### src/rtl/jnzq_pkg.sv
// jnzq_pkg: shared widths, types, register indexes and zone codes for the
// joystick nine-zone quantizer; no dependencies
`timescale 1ns / 1ps
`default_nettype none

package jnzq_pkg;

	localparam int POSITION_WIDTH = 8;

	// signed working width: spans reach about -(2^W + 2*dead)
	localparam int CALC_WIDTH  = POSITION_WIDTH + 4;
	localparam int MAG_WIDTH   = POSITION_WIDTH + 3;

	// divide by three as multiply by reciprocal; exact for magnitudes below 2^MAG_WIDTH
	localparam int DIV_SHIFT   = MAG_WIDTH + 1;
	localparam int RECIP_WIDTH = DIV_SHIFT;
	localparam int PROD_WIDTH  = MAG_WIDTH + RECIP_WIDTH;

	localparam int CFG_INDEX_WIDTH = 3;
	localparam int BITS_WIDTH      = 4;
	localparam int CFG_DATA_WIDTH  = (POSITION_WIDTH > BITS_WIDTH) ? POSITION_WIDTH : BITS_WIDTH;

	typedef logic [POSITION_WIDTH-1:0]    position_t;
	typedef logic [BITS_WIDTH-1:0]        bits_t;
	typedef logic signed [CALC_WIDTH-1:0] calc_t;
	typedef logic [MAG_WIDTH-1:0]         mag_t;
	typedef logic [RECIP_WIDTH-1:0]       recip_t;
	typedef logic [PROD_WIDTH-1:0]        prod_t;
	typedef logic signed [3:0]            zone_t;
	typedef logic [CFG_INDEX_WIDTH-1:0]   cfg_index_t;
	typedef logic [CFG_DATA_WIDTH-1:0]    cfg_data_t;
	typedef logic [2:0]                   cls_t;

	localparam recip_t RECIP = recip_t'((2 ** DIV_SHIFT + 2) / 3);

	// register indexes
	localparam cfg_index_t REG_X_MINIMUM   = 3'd0;
	localparam cfg_index_t REG_X_CENTRE    = 3'd1;
	localparam cfg_index_t REG_X_MAXIMUM   = 3'd2;
	localparam cfg_index_t REG_Y_MINIMUM   = 3'd3;
	localparam cfg_index_t REG_Y_CENTRE    = 3'd4;
	localparam cfg_index_t REG_Y_MAXIMUM   = 3'd5;
	localparam cfg_index_t REG_SAMPLE_BITS = 3'd6;

	localparam position_t POS_MIN_RESET    = '0;
	localparam position_t POS_CENTRE_RESET = position_t'(1 << (POSITION_WIDTH - 1));
	localparam position_t POS_MAX_RESET    = '1;
	localparam bits_t     BITS_RESET       = bits_t'(8);

	// dead zone selection
	localparam bits_t     BITS_FINE_LIMIT = bits_t'(7);
	localparam position_t DEAD_NARROW     = position_t'(1);
	localparam position_t DEAD_WIDE       = position_t'(8);

	localparam calc_t CALC_ONE = calc_t'(1);
	localparam mag_t  REST_TWO = mag_t'(2);

	// coarse classes decided in the first stage
	localparam cls_t CLS_CENTRE = 3'd0;
	localparam cls_t CLS_LOW    = 3'd1;
	localparam cls_t CLS_HIGH   = 3'd2;
	localparam cls_t CLS_LEFT   = 3'd3;
	localparam cls_t CLS_RIGHT  = 3'd4;

	localparam zone_t ZONE_NEG_4 = -4'sd4;
	localparam zone_t ZONE_NEG_3 = -4'sd3;
	localparam zone_t ZONE_NEG_2 = -4'sd2;
	localparam zone_t ZONE_NEG_1 = -4'sd1;
	localparam zone_t ZONE_0     = 4'sd0;
	localparam zone_t ZONE_POS_1 = 4'sd1;
	localparam zone_t ZONE_POS_2 = 4'sd2;
	localparam zone_t ZONE_POS_3 = 4'sd3;
	localparam zone_t ZONE_POS_4 = 4'sd4;

	typedef struct packed {
		position_t minimum;
		position_t centre;
		position_t maximum;
		position_t dead;
	} axis_cfg_t;

	typedef struct packed {
		axis_cfg_t x;
		axis_cfg_t y;
	} cfg_t;

	// load strobes for the four pipeline stages
	typedef struct packed {
		logic load_s1;
		logic load_s2;
		logic load_s3;
		logic load_s4;
	} stage_ctl_t;

	function automatic calc_t to_calc(position_t v);
		return calc_t'({1'b0, v});
	endfunction

endpackage

`default_nettype wire

### src/rtl/jnzq_if.sv
// jnzq_if: valid/ready channels for joystick samples and zone results
// depends on jnzq_pkg
`timescale 1ns / 1ps
`default_nettype none

interface jnzq_sample_if import jnzq_pkg::*; ();
	logic      valid;
	logic      ready;
	position_t x_position;
	position_t y_position;

	modport source (output valid, output x_position, output y_position, input ready);
	modport sink   (input valid, input x_position, input y_position, output ready);
endinterface

interface jnzq_zone_if import jnzq_pkg::*; ();
	logic  valid;
	logic  ready;
	zone_t x_zone;
	zone_t y_zone;

	modport source (output valid, output x_zone, output y_zone, input ready);
	modport sink   (input valid, input x_zone, input y_zone, output ready);
endinterface

`default_nettype wire

### src/rtl/jnzq_regs.sv
// jnzq_regs: calibration and resolution registers with dead zone decode
// depends on jnzq_pkg
`timescale 1ns / 1ps
`default_nettype none

module jnzq_regs import jnzq_pkg::*; (
	input  wire logic       clk,
	input  wire logic       arst_n,
	input  wire logic       cfg_we,
	input  wire cfg_index_t cfg_index,
	input  wire cfg_data_t  cfg_data,
	output cfg_t            cfg
);

	position_t x_min_q, x_mid_q, x_max_q;
	position_t y_min_q, y_mid_q, y_max_q;
	bits_t     bits_q;
	position_t dead;

	always_ff @(posedge clk or negedge arst_n) begin
		if (!arst_n) begin
			x_min_q <= POS_MIN_RESET;
			x_mid_q <= POS_CENTRE_RESET;
			x_max_q <= POS_MAX_RESET;
			y_min_q <= POS_MIN_RESET;
			y_mid_q <= POS_CENTRE_RESET;
			y_max_q <= POS_MAX_RESET;
			bits_q  <= BITS_RESET;
		end else if (cfg_we) begin
			unique case (cfg_index)
				REG_X_MINIMUM:   x_min_q <= cfg_data[POSITION_WIDTH-1:0];
				REG_X_CENTRE:    x_mid_q <= cfg_data[POSITION_WIDTH-1:0];
				REG_X_MAXIMUM:   x_max_q <= cfg_data[POSITION_WIDTH-1:0];
				REG_Y_MINIMUM:   y_min_q <= cfg_data[POSITION_WIDTH-1:0];
				REG_Y_CENTRE:    y_mid_q <= cfg_data[POSITION_WIDTH-1:0];
				REG_Y_MAXIMUM:   y_max_q <= cfg_data[POSITION_WIDTH-1:0];
				REG_SAMPLE_BITS: bits_q  <= cfg_data[BITS_WIDTH-1:0];
				default: ;
			endcase
		end
	end

	// coarse resolutions get the narrow dead zone
	assign dead = (bits_q < BITS_FINE_LIMIT) ? DEAD_NARROW : DEAD_WIDE;

	assign cfg.x = '{minimum: x_min_q, centre: x_mid_q, maximum: x_max_q, dead: dead};
	assign cfg.y = '{minimum: y_min_q, centre: y_mid_q, maximum: y_max_q, dead: dead};

endmodule

`default_nettype wire

### src/rtl/jnzq_axis.sv
// jnzq_axis: four-stage zone datapath for one axis (classify, divide, third, zone)
// depends on jnzq_pkg; stage loads come from the top-level pipeline control
`timescale 1ns / 1ps
`default_nettype none

module jnzq_axis import jnzq_pkg::*; (
	input  wire logic       clk,
	input  wire stage_ctl_t ctl,
	input  wire axis_cfg_t  cfg,
	input  wire position_t  position,
	output zone_t           zone_s4
);

	calc_t mn, mid, mx, dv;
	calc_t pv_in;
	logic  centre, low, high, left;
	cls_t  cls_in;
	calc_t span_in;

	position_t pos_s1, pos_s2, pos_s3;
	cls_t      cls_s1, cls_s2, cls_s3;
	calc_t     span_s1;
	mag_t      mag_s2, q_s2;
	logic      neg_s2;
	calc_t     third_s3;
	logic      ext_s3;

	mag_t  mag_in;
	prod_t prod;
	mag_t  rest;
	calc_t q_calc;
	calc_t pv, ev, hi_left, lo_right;
	zone_t zone_next;

	function automatic calc_t to_calc_mag(mag_t v);
		return calc_t'({1'b0, v});
	endfunction

	assign mn  = to_calc(cfg.minimum);
	assign mid = to_calc(cfg.centre);
	assign mx  = to_calc(cfg.maximum);
	assign dv  = to_calc(cfg.dead);

	// stage 1: priority classes and inner span of the chosen side
	always_comb begin
		pv_in  = to_calc(position);
		centre = (pv_in >= mid - dv) && (pv_in <= mid + dv);
		low    = (pv_in <= mn + dv);
		high   = (pv_in >= mx - dv);
		left   = (pv_in < mid - dv);
		priority if (centre) cls_in = CLS_CENTRE;
		else if (low)        cls_in = CLS_LOW;
		else if (high)       cls_in = CLS_HIGH;
		else if (left)       cls_in = CLS_LEFT;
		else                 cls_in = CLS_RIGHT;
		if (left) span_in = mid - mn - dv - dv - CALC_ONE;
		else      span_in = mx - mid - dv - dv - CALC_ONE;
	end

	always_ff @(posedge clk) begin
		if (ctl.load_s1) begin
			pos_s1  <= position;
			cls_s1  <= cls_in;
			span_s1 <= span_in;
		end
	end

	// stage 2: magnitude times reciprocal of three
	assign mag_in = span_s1[CALC_WIDTH-1] ? mag_t'(-span_s1) : mag_t'(span_s1);
	assign prod   = prod_t'(mag_in) * prod_t'(RECIP);

	always_ff @(posedge clk) begin
		if (ctl.load_s2) begin
			pos_s2 <= pos_s1;
			cls_s2 <= cls_s1;
			neg_s2 <= span_s1[CALC_WIDTH-1];
			mag_s2 <= mag_in;
			q_s2   <= prod[DIV_SHIFT +: MAG_WIDTH];
		end
	end

	// stage 3: signed third, truncated toward zero, and the remainder-two widening
	assign rest   = mag_s2 - q_s2 - (q_s2 << 1);
	assign q_calc = to_calc_mag(q_s2);

	always_ff @(posedge clk) begin
		if (ctl.load_s3) begin
			pos_s3   <= pos_s2;
			cls_s3   <= cls_s2;
			third_s3 <= neg_s2 ? -q_calc : q_calc;
			ext_s3   <= !neg_s2 && (rest == REST_TWO);
		end
	end

	// stage 4: inner zone thresholds
	always_comb begin
		pv       = to_calc(pos_s3);
		ev       = calc_t'(ext_s3);
		hi_left  = mid - dv - CALC_ONE;
		lo_right = mid + dv + CALC_ONE;
		unique case (cls_s3)
			CLS_CENTRE: zone_next = ZONE_0;
			CLS_LOW:    zone_next = ZONE_NEG_4;
			CLS_HIGH:   zone_next = ZONE_POS_4;
			CLS_LEFT: begin
				if (pv <= hi_left - third_s3 - third_s3 - ev)   zone_next = ZONE_NEG_3;
				else if (pv >= hi_left - third_s3 + CALC_ONE)   zone_next = ZONE_NEG_1;
				else                                            zone_next = ZONE_NEG_2;
			end
			CLS_RIGHT: begin
				if (pv <= lo_right + third_s3 - CALC_ONE)           zone_next = ZONE_POS_1;
				else if (pv >= lo_right + third_s3 + third_s3 + ev) zone_next = ZONE_POS_3;
				else                                                zone_next = ZONE_POS_2;
			end
			default: zone_next = ZONE_0;
		endcase
	end

	always_ff @(posedge clk) begin
		if (ctl.load_s4) begin
			zone_s4 <= zone_next;
		end
	end

endmodule

`default_nettype wire

### src/rtl/joystick_nine_zone_quantizer_top.sv
// joystick_nine_zone_quantizer_top: top level, pipeline valid/ready control,
// register file and two axis datapaths; depends on jnzq_pkg, jnzq_if, jnzq_regs, jnzq_axis
`timescale 1ns / 1ps
`default_nettype none

// Sorts each joystick sample into a nine-level zone per axis, -4 to +4, using the
// calibration registers (minimum, centre, maximum per axis) and a dead zone of 1 when
// sample_bits is below 7, else 8. The y zone is negated so readings below the y centre
// come out positive. One request yields exactly one result. The datapath is a four-stage
// pipeline: a new request is taken every cycle while the result side keeps ready high,
// and each result moves through the stages in order. The depth is set by the chain
// classify, multiply-by-reciprocal divide by three, remainder fix-up, threshold compare.
// Each stage holds its own valid bit and only stalls when everything ahead of it is full,
// so bubbles are squeezed out and a waiting result blocks new requests only once all
// four stages hold one.
// Registers are written through cfg_we/cfg_index/cfg_data (index 0..6 in the order
// x_minimum, x_centre, x_maximum, y_minimum, y_centre, y_maximum, sample_bits; index 7
// is ignored); write them only while no request is in flight. There is no read-back.

module joystick_nine_zone_quantizer_top import jnzq_pkg::*; (
	input  wire logic       clk,
	input  wire logic       arst_n,
	jnzq_sample_if.sink     sample,
	jnzq_zone_if.source     zone,
	input  wire logic       cfg_we,
	input  wire cfg_index_t cfg_index,
	input  wire cfg_data_t  cfg_data
);

	cfg_t       cfg;
	stage_ctl_t ctl;

	// per-stage occupancy
	logic v_s1, v_s2, v_s3, v_s4;
	logic rdy1, rdy2, rdy3, rdy4;

	zone_t x_zone_s4, y_zone_s4;

	jnzq_regs u_regs (
		.clk       (clk),
		.arst_n    (arst_n),
		.cfg_we    (cfg_we),
		.cfg_index (cfg_index),
		.cfg_data  (cfg_data),
		.cfg       (cfg)
	);

	// a stage can take new data when empty or when the stage ahead moves on
	assign rdy4 = !v_s4 || zone.ready;
	assign rdy3 = !v_s3 || rdy4;
	assign rdy2 = !v_s2 || rdy3;
	assign rdy1 = !v_s1 || rdy2;

	assign sample.ready = rdy1;

	// payload only loads when a valid request moves in
	assign ctl.load_s1 = rdy1 && sample.valid;
	assign ctl.load_s2 = rdy2 && v_s1;
	assign ctl.load_s3 = rdy3 && v_s2;
	assign ctl.load_s4 = rdy4 && v_s3;

	always_ff @(posedge clk or negedge arst_n) begin
		if (!arst_n) begin
			v_s1 <= 1'b0;
			v_s2 <= 1'b0;
			v_s3 <= 1'b0;
			v_s4 <= 1'b0;
		end else begin
			if (rdy1) v_s1 <= sample.valid;
			if (rdy2) v_s2 <= v_s1;
			if (rdy3) v_s3 <= v_s2;
			if (rdy4) v_s4 <= v_s3;
		end
	end

	jnzq_axis u_axis_x (
		.clk      (clk),
		.ctl      (ctl),
		.cfg      (cfg.x),
		.position (sample.x_position),
		.zone_s4  (x_zone_s4)
	);

	jnzq_axis u_axis_y (
		.clk      (clk),
		.ctl      (ctl),
		.cfg      (cfg.y),
		.position (sample.y_position),
		.zone_s4  (y_zone_s4)
	);

	// last stage doubles as the output register
	assign zone.valid  = v_s4;
	assign zone.x_zone = x_zone_s4;
	// y axis runs the other way: low readings give positive zones
	assign zone.y_zone = -y_zone_s4;

endmodule

`default_nettype wire

### src/flat_wrapper.sv
// flat-port wrapper written by rule: the top's interface ports become plain ports
module joystick_nine_zone_quantizer_top_flat import jnzq_pkg::*;
  (clk, arst_n, cfg_we, cfg_index, cfg_data, sample_valid, sample_x_position, sample_y_position, sample_ready, zone_valid, zone_x_zone, zone_y_zone, zone_ready);
  jnzq_sample_if sample_i ();
  jnzq_zone_if zone_i ();
  input  wire logic clk;
  input  wire logic arst_n;
  input  wire logic cfg_we;
  input  wire cfg_index_t cfg_index;
  input  wire cfg_data_t cfg_data;
  input wire logic [$bits(sample_i.valid)-1:0] sample_valid;
  input wire logic [$bits(sample_i.x_position)-1:0] sample_x_position;
  input wire logic [$bits(sample_i.y_position)-1:0] sample_y_position;
  output wire logic [$bits(sample_i.ready)-1:0] sample_ready;
  output wire logic [$bits(zone_i.valid)-1:0] zone_valid;
  output wire logic [$bits(zone_i.x_zone)-1:0] zone_x_zone;
  output wire logic [$bits(zone_i.y_zone)-1:0] zone_y_zone;
  input wire logic [$bits(zone_i.ready)-1:0] zone_ready;
  assign sample_i.valid = sample_valid;
  assign sample_i.x_position = sample_x_position;
  assign sample_i.y_position = sample_y_position;
  assign sample_ready = sample_i.ready;
  assign zone_valid = zone_i.valid;
  assign zone_x_zone = zone_i.x_zone;
  assign zone_y_zone = zone_i.y_zone;
  assign zone_i.ready = zone_ready;
  joystick_nine_zone_quantizer_top u_core (.clk(clk), .arst_n(arst_n), .sample(sample_i), .zone(zone_i), .cfg_we(cfg_we), .cfg_index(cfg_index), .cfg_data(cfg_data));
endmodule
### config.mk
export PLATFORM = sky130hd
export DESIGN_NAME = joystick_nine_zone_quantizer_top_flat
export DESIGN_NICKNAME = d
export VERILOG_FILES = /design/src/rtl/jnzq_pkg.sv /design/src/rtl/jnzq_if.sv /design/src/rtl/jnzq_regs.sv /design/src/rtl/jnzq_axis.sv /design/src/rtl/joystick_nine_zone_quantizer_top.sv /design/src/flat_wrapper.sv
export SDC_FILE = /design/constraint.sdc
export NUM_CORES = 1
export LEC_CHECK = 0
export ABC_AREA = 1
export BUFFER_PORTS_ARGS = -buffer_cell sky130_fd_sc_hd__buf_2
export CAP_MARGIN = 20
export CORE_MARGIN = 4
export CORE_UTILIZATION = 65
export DETAILED_ROUTE_END_ITERATION = 8
export PLACE_DENSITY = 0.86
export SYNTH_ARGS = -nofsm -noshare
export SYNTH_HDL_FRONTEND = slang
export SYNTH_SLANG_ARGS = --single-unit
### constraint.sdc
create_clock -name clk -period 7.66 [get_ports clk]
set_clock_uncertainty 0.1 [all_clocks]
set_input_delay 0.766 -clock clk [delete_from_list [all_inputs] [get_ports clk]]
set_output_delay 0.766 -clock clk [all_outputs]
set_load 0.005 [all_outputs]
== Word-level counts from Yosys, hierarchy flattened ==
Index checks and enable logic that the tools add are counted.

* Add/subtract/negate cells: 53
* Multipliers: 2
* $lt $le $gt $ge: 19
* Eq/ne operators: 16
* Mux-type cells: 23
* Reduce and logical (&&, ||, !) cells: 30

{| class="wikitable"
|+ Operators with widths
! operator !! number
|-
| 9-bit by 12-bit greater-or-equal comparator with 1-bit output || 6
|-
| 9-bit by 12-bit less-or-equal comparator with 1-bit output || 6
|-
| 11-bit by 2-bit subtractor with 12-bit output (second input constant) || 4
|-
| 12-bit subtractor || 4
|-
| 12-bit by 2-bit subtractor with 12-bit output (second input constant) || 4
|-
| 10-bit by 5-bit subtractor with 11-bit output || 4
|-
| 11-bit by 10-bit multiplier with 21-bit output (second input constant) || 2
|-
| 9-bit by 5-bit subtractor with 10-bit output || 4
|-
| 8-bit by 8-bit adder with 9-bit output || 4
|-
| 8-bit by 4-bit subtractor with 9-bit output || 4
|-
| 8-bit by 8-bit subtractor with 9-bit output || 4
|-
| 4-bit one-hot mux with 4 select lines || 2
|-
| 11-bit by 12-bit adder with 12-bit output || 2
|-
| 12-bit adder || 2
|-
| 12-bit by 2-bit adder with 12-bit output || 2
|-
| 12-bit by 2-bit adder with 12-bit output (second input constant) || 2
|-
| 9-bit by 12-bit less-than comparator with 1-bit output || 2
|-
| 12-bit 2-to-1 mux || 2
|-
| 10-bit negation with 12-bit output || 2
|-
| 12-bit by 2-bit subtractor with 12-bit output || 2
|-
| 11-bit by 2-bit equality test with 1-bit output (second input constant) || 2
|-
| 11-bit 2-to-1 mux || 2
|-
| 11-bit negation || 2
|-
| 11-bit by 10-bit subtractor with 11-bit output || 2
|-
| 21 further kinds || 71
|}

* Flip-flop bits (word level): 224
* Input port bits: 32
* Output and inout bits: 10
* Logic and storage cells: 188

== Logic depth before layout (Yosys ltp) ==
* Depth in word-level cells: 11
* Gate-level depth with buffers: 39
* Mapped depth without buffers: 39

== Cells and area by module ==
A second synthesis with hierarchy kept.

* Cell total of the unflattened synthesis: 3,575
* Area, all modules: 28,392.2 µm²

{| class="wikitable"
|+ Modules (own cells, without submodules)
! module !! times used !! cells an instance !! area each (µm²) !! seq. area each (µm²)
|-
| jnzq_axis (u_core.u_axis_y) || 1 || 1,634 || 12,949.9 || 2,522.4
|-
| jnzq_axis (u_core.u_axis_x) || 1 || 1,653 || 12,927.4 || 2,522.4
|-
| jnzq_regs || 1 || 257 || 2,285.9 || 1,325.0
|-
| joystick_nine_zone_quantizer_top || 1 || 31 || 229.0 || 100.1
|}

== Least setup slack after synthesis ==
No wires, ideal clock.

* Path kind: reg2reg
* Start point: reg u_core.u_regs.bits_q[3]
* End point: reg u_core.u_axis_x.zone_s4[0], data pin
* Library setup time: 252 ps
* Data arrival time: 5,511 ps
* Slack: 1,797 ps
* Cell stages (with the launch flop): 37
* Clock period less this slack: 5,863 ps
* Cells stage by stage: dfstp_2 inv_1 nand2_1 inv_1 ha_1 ha_1 xor2_1 nand3_1 or3_1 xor2_1 ha_1 nand2_1 nor2_1 nand2_1 nand3_1 nand2_1 nand2_1 inv_1 ha_1 a21oi_1 o21a_1 nand2_1 xnor2_1 ha_1 nand2_1 inv_1 nand3_1 nor3_1 nor3_1 and3_1 nor2_1 nand4_1 nand2_1 inv_1 nand2_1 nand2_1 nand2_1

* Word-level cells in the longest chain between the ends: 11
* Elaborated cells on any way between the ends: 23

{| class="wikitable"
|+ Ends and longest elaborated chain
! item !! line !! source
|-
| from (decl) || jnzq_regs.sv:17 || <nowiki>bits_t bits_q;</nowiki>
|-
| from (signal assigned) || jnzq_regs.sv:37 || <nowiki>REG_SAMPLE_BITS: bits_q <= cfg_data[BITS_WIDTH-1:0];</nowiki>
|-
| 4-bit by 3-bit less-than comparator with 1-bit output * || jnzq_regs.sv:44 || <nowiki>assign dead = (bits_q < BITS_FINE_LIMIT) ? DEAD_NARROW : DEAD_WIDE;</nowiki>
|-
| 4-bit 2-to-1 mux * || jnzq_regs.sv:44 ||
|-
| 8-bit by 8-bit adder with 9-bit output || jnzq_axis.sv:100 || <nowiki>lo_right = mid + dv + CALC_ONE;</nowiki>
|-
| 9-bit by 1-bit adder with 10-bit output || jnzq_axis.sv:100 ||
|-
| 11-bit by 12-bit adder with 12-bit output || jnzq_axis.sv:111, jnzq_axis.sv:112 ||
|-
| 12-bit adder || jnzq_axis.sv:112 || <nowiki>else if (pv >= lo_right + third_s3 + third_s3 + ev) zone_next = ZONE_POS_3;</nowiki>
|-
| 12-bit by 2-bit adder with 12-bit output || jnzq_axis.sv:112 ||
|-
| 9-bit by 12-bit greater-or-equal comparator with 1-bit output || jnzq_axis.sv:112 ||
|-
| 1-bit 2-to-1 mux || jnzq_axis.sv:112 ||
|-
| 2-bit 2-to-1 mux || jnzq_axis.sv:111 || <nowiki>if (pv <= lo_right + third_s3 - CALC_ONE) zone_next = ZONE_POS_1;</nowiki>
|-
| 4-bit one-hot mux with 4 select lines * || jnzq_axis.sv:101 || <nowiki>unique case (cls_s3)</nowiki>
|-
| net u_core.u_axis_x.zone_next[0] || jnzq_axis.sv:33 || <nowiki>zone_t zone_next;</nowiki>
|-
| to (signal assigned) || jnzq_axis.sv:121 || <nowiki>zone_s4 <= zone_next;</nowiki>
|-
| to (decl) || jnzq_axis.sv:11 || <nowiki>output zone_t zone_s4</nowiki>
|}

The timed path passes the listed nets; every way through them passes the cells marked *.
A chain may end at the register's enable or synchronous reset.

== Final worst setup path ==
* Start point: reg u_core.u_regs.bits_q[1]
* End point: reg u_core.u_axis_y.zone_s4[0], data pin

* Word-level cells in the longest chain between the ends: 11
* Elaborated cells on any way between the ends: 23

{| class="wikitable"
|+ Ends and longest elaborated chain
! item !! line
|-
| 4-bit by 3-bit less-than comparator with 1-bit output * || jnzq_regs.sv:44
|-
| 4-bit 2-to-1 mux * || jnzq_regs.sv:44
|-
| 8-bit by 8-bit adder with 9-bit output || jnzq_axis.sv:100
|-
| 9-bit by 1-bit adder with 10-bit output || jnzq_axis.sv:100
|-
| 11-bit by 12-bit adder with 12-bit output || jnzq_axis.sv:111, jnzq_axis.sv:112
|-
| 12-bit adder || jnzq_axis.sv:112
|-
| 12-bit by 2-bit adder with 12-bit output || jnzq_axis.sv:112
|-
| 9-bit by 12-bit greater-or-equal comparator with 1-bit output || jnzq_axis.sv:112
|-
| 1-bit 2-to-1 mux || jnzq_axis.sv:112
|-
| 2-bit 2-to-1 mux || jnzq_axis.sv:111
|-
| 4-bit one-hot mux with 4 select lines * || jnzq_axis.sv:101
|-
| net u_core.u_axis_y.zone_next[0] || jnzq_axis.sv:33
|-
| to (signal assigned) || jnzq_axis.sv:121
|-
| to (decl) || jnzq_axis.sv:11
|}

Marked as above.

==> run_results.csv <==
group,metric,value,unit
clock_tree,post_cts_resized,0,
critical_path,slowest_delay,0.40,ns
logic_synthesis,async_flop_share,25.0,%
floorplanning,num_io_pins,42,
logic_synthesis,ys_seq_area_share,24.7,%
logic_synthesis,syn_inst,3309,
sta,fmax,162,MHz
floorplanning,start_util,65.8,%
critical_path,critPathArrivalTime,6.36,ns
logic_synthesis,synth_largest_area_cell,"ha_1",
grt,grt_pass1_wl,112000,um
logic_synthesis,synth.distinct_cells,57,
logic_synthesis,synth_ff_type,"edfxtp_1",
grt,antenna_found_initial,0,
logic_synthesis,ys_seq_elements,224,
detailed_routing,drt_iter0_drc,2085,
clock_tree,cts.sinks,224,
grt,grt_max_degree,67,
placement,place_congestion,1.01,
sta,slew_headroom,29.4,%
placement,placed_area,27000,um^2
sta,finalSetupTns,0,ns
sta,hold_viol,0,
detailed_routing,totalWireLength,68800,um
sta,finalMaxSlewViolations,0,
logic_synthesis,syn_area,26200,um^2
detailed_routing,via_per_inst,5.84,
logic_synthesis,ys_top_cells_by_area,"ha_1 23%, edfxtp_1 19%, nand2_1 10%",
layout,design_area,27900,um^2
clock_tree,clk_latency,0.56,ns
critical_path,critPathKind,"reg -> reg",
layout,area_growth,6.73,%
detailed_routing,num_vias,22900,
run,drv_cap,0,
clock_tree,cts_tree,"built",
critical_path,start_kind,"flop",
sta,rsz0062_at_grt,"no",
critical_path,r2r_start,"u_core.u_regs.bits_q[1]",
logic_synthesis,yosys_warnings,0,
logic_synthesis,avgSynthCellArea,7.90,um^2
grt,overflow,0,
layout,drive_above_1_share,4.54,%
clock_tree,root_buffer,"clkbuf_16",
detailed_routing,avgRoutedWirePerCell,17.6,um
detailed_routing,drc,0,
placement,dp_hpwl,56100,um
critical_path,worstRegToRegCells,36,
detailed_routing,first_pass_iters,6,
layout,n_antenna_cell,0,
logic_synthesis,synth_top_area_share,22.5,%
critical_path,endpoint_kind,"flop",
layout,fin_nets,3960,
logic_synthesis,synth_enable_flop_cells,168,
placement,portBuffers,41,
critical_path,critPathRequiredTime,7.86,ns
floorplanning,die_w,209,um
critical_path,cp_common_cell,"nand2_1",
clock_tree,numCtsBuffers,27,
clock_tree,post-cts-setup-buffers,0,
critical_path,path_max_fanout,18,
clock_tree,htreeDepth,1,
sta,min_period,6.16,ns
critical_path,rr_endpoint,"u_core.u_axis_y.zone_s4[0]",
detailed_routing,ant_nets,0,
floorplanning,rows,73,
sta,finalSetupViolations,0,
worst_hold_path,min_path_type,"in -> async",
grt,track_usage,31.1,%
floorplanning,die_area,43500,um^2
critical_path,r2r_slack,1.50,ns
run_status,status,"complete, no violations",
clock_tree,cts_hold_buffers,0,
grt,grt_pass1_vias,22800,
clock_tree,clk_path_buf_depth,3,
sta,min_period_over_period,80.4,%
sta,worst_slew_pin_slew,1.06,ns
floorplanning,core-area,39700,um^2
floorplanning,die_y,209,um
layout,fin_cells,3916,
placement,place_inst,3867,
critical_path,crit_slowest_cell,"nor4_1",
clock_tree,clk_pin_slew,0.06,ns
worst max path at each step:
stage | slack, ns | start | to
3_3_place_gp | 1.94 | u_core.u_regs.bits_q[1] | u_core.u_axis_y.zone_s4[0]
5_1_grt | 1.04 | u_core.u_regs.bits_q[0] | u_core.u_axis_y.zone_s4[0]
4_1_cts | 1.60 | u_core.u_regs.bits_q[1] | u_core.u_axis_y.zone_s4[0]
6_report | 1.50 | u_core.u_regs.bits_q[1] | u_core.u_axis_y.zone_s4[0]
2_1_floorplan | 1.80 | u_core.u_regs.bits_q[3] | u_core.u_axis_x.zone_s4[0]
3_5_place_dp | 1.65 | u_core.u_regs.bits_q[0] | u_core.u_axis_y.zone_s4[0]
Yosys cell counts (5+ instances only):
master	instances
a211oi_1	8
a21boi_0	6
a21o_1	16
a21oi_1	189
a31oi_1	19
clkbuf_1	12
dfrtp_1	37
dfstp_2	19
edfxtp_1	168
fa_1	86
ha_1	471
inv_1	571
inv_2	8
nand2_1	721
nand2_2	7
nand3_1	183
nand3b_1	12
nand4_1	53
nor2_1	202
nor2_2	8
nor3_1	39
nor4_1	10
o211ai_1	14
o21a_1	7
o21ai_0	141
o21ai_1	8
o21bai_1	22
o31ai_1	5
or2_2	7
xnor2_1	45
xor2_1	163
worst max-delay path: cells and delay by family, from the launching register on:
kind / cells / cell delay [ns]
DFF: 1 / 0.38
buffers and inverters: 5 / 0.86
and+or+nand+nor: 19 / 1.94
adders and majority gates: 5 / 1.49
AOI/OAI and AO/OA: 4 / 0.45
xor gates and xnor gates: 3 / 0.65
stage by stage:
stage / util [%] / setup slack (ns) / hold slack (ns)
after floorplan: - / 1.80 / 0.300
after global placement: 68.0 / 1.94 / 0.301
after detailed placement: 68.0 / 1.65 / 0.305
after CTS: 70.3 / 1.60 / 0.266
after global routing: 70.3 / 1.04 / 0.307
final: 70.3 / 1.50 / 0.267
routing by layer:
metal | up-vias | GRT usage, % | wire length (um)
met3 | 201 | 4.02 | 5690
li1 | 11100 | - | -
met5 | - | 0 | 0
met4 | 0 | 9.81 | 2610
met2 | 963 | 51.7 | 31300
met1 | 10600 | 42.7 | 29200
cells in the final DEF (no fill, tap or decap), types with 10 or more instances in the layout:
cell type	count
a21oi_1	189
nand3b_1	12
inv_1	569
nand4_1	53
clkbuf_16	29
nand2_1	721
buf_2	41
nor4_1	10
nand3_1	183
o21ai_0	141
dfstp_2	19
ha_1	471
dfrtp_1	37
a21o_1	16
o21bai_1	22
xnor2_1	45
fa_1	86
a31oi_1	19
o211ai_1	14
xor2_1	163
nor3_1	39
edfxtp_1	168
inv_2	10
nor2_1	201
cells by family after synthesis:
family / after synthesis / synth area share [%]
other: 1 / 0.0143
xor gates and xnor gates: 210 / 7.09
AOI/OAI and AO/OA: 460 / 9.98
adders and majority gates: 557 / 29.1
and+or+nand+nor: 1262 / 20.5
buffers and inverters: 595 / 8.57
DFF: 224 / 24.7
sequential cells by signal, indices dropped and copies added (netlist names), 10 cells and up:
| name | count |
|---|---|
| u_core.u_axis_x.q_s2 | 10 |
| u_core.u_axis_y.span_s1 | 12 |
| u_core.u_axis_y.third_s3 | 12 |
| u_core.u_axis_x.span_s1 | 12 |
| u_core.u_axis_x.third_s3 | 12 |
| u_core.u_axis_y.q_s2 | 10 |
| u_core.u_axis_x.mag_s2 | 11 |
| u_core.u_axis_y.mag_s2 | 11 |
area by class of cell:
type / instances / area, um^2
Multi-Input combinational cell: 2491 / 17500
Fill cell: 3072 / 11800
Sequential cell: 224 / 6470
Inverter: 580 / 2180
Clock buffer: 33 / 751
Tap cell: 525 / 657
Timing Repair Buffer: 47 / 250
Clock inverter: 16 / 155
Power is left out: the tool's default activity adds up to more than one toggle a clock period on the data nets, which glitch-free logic cannot reach.
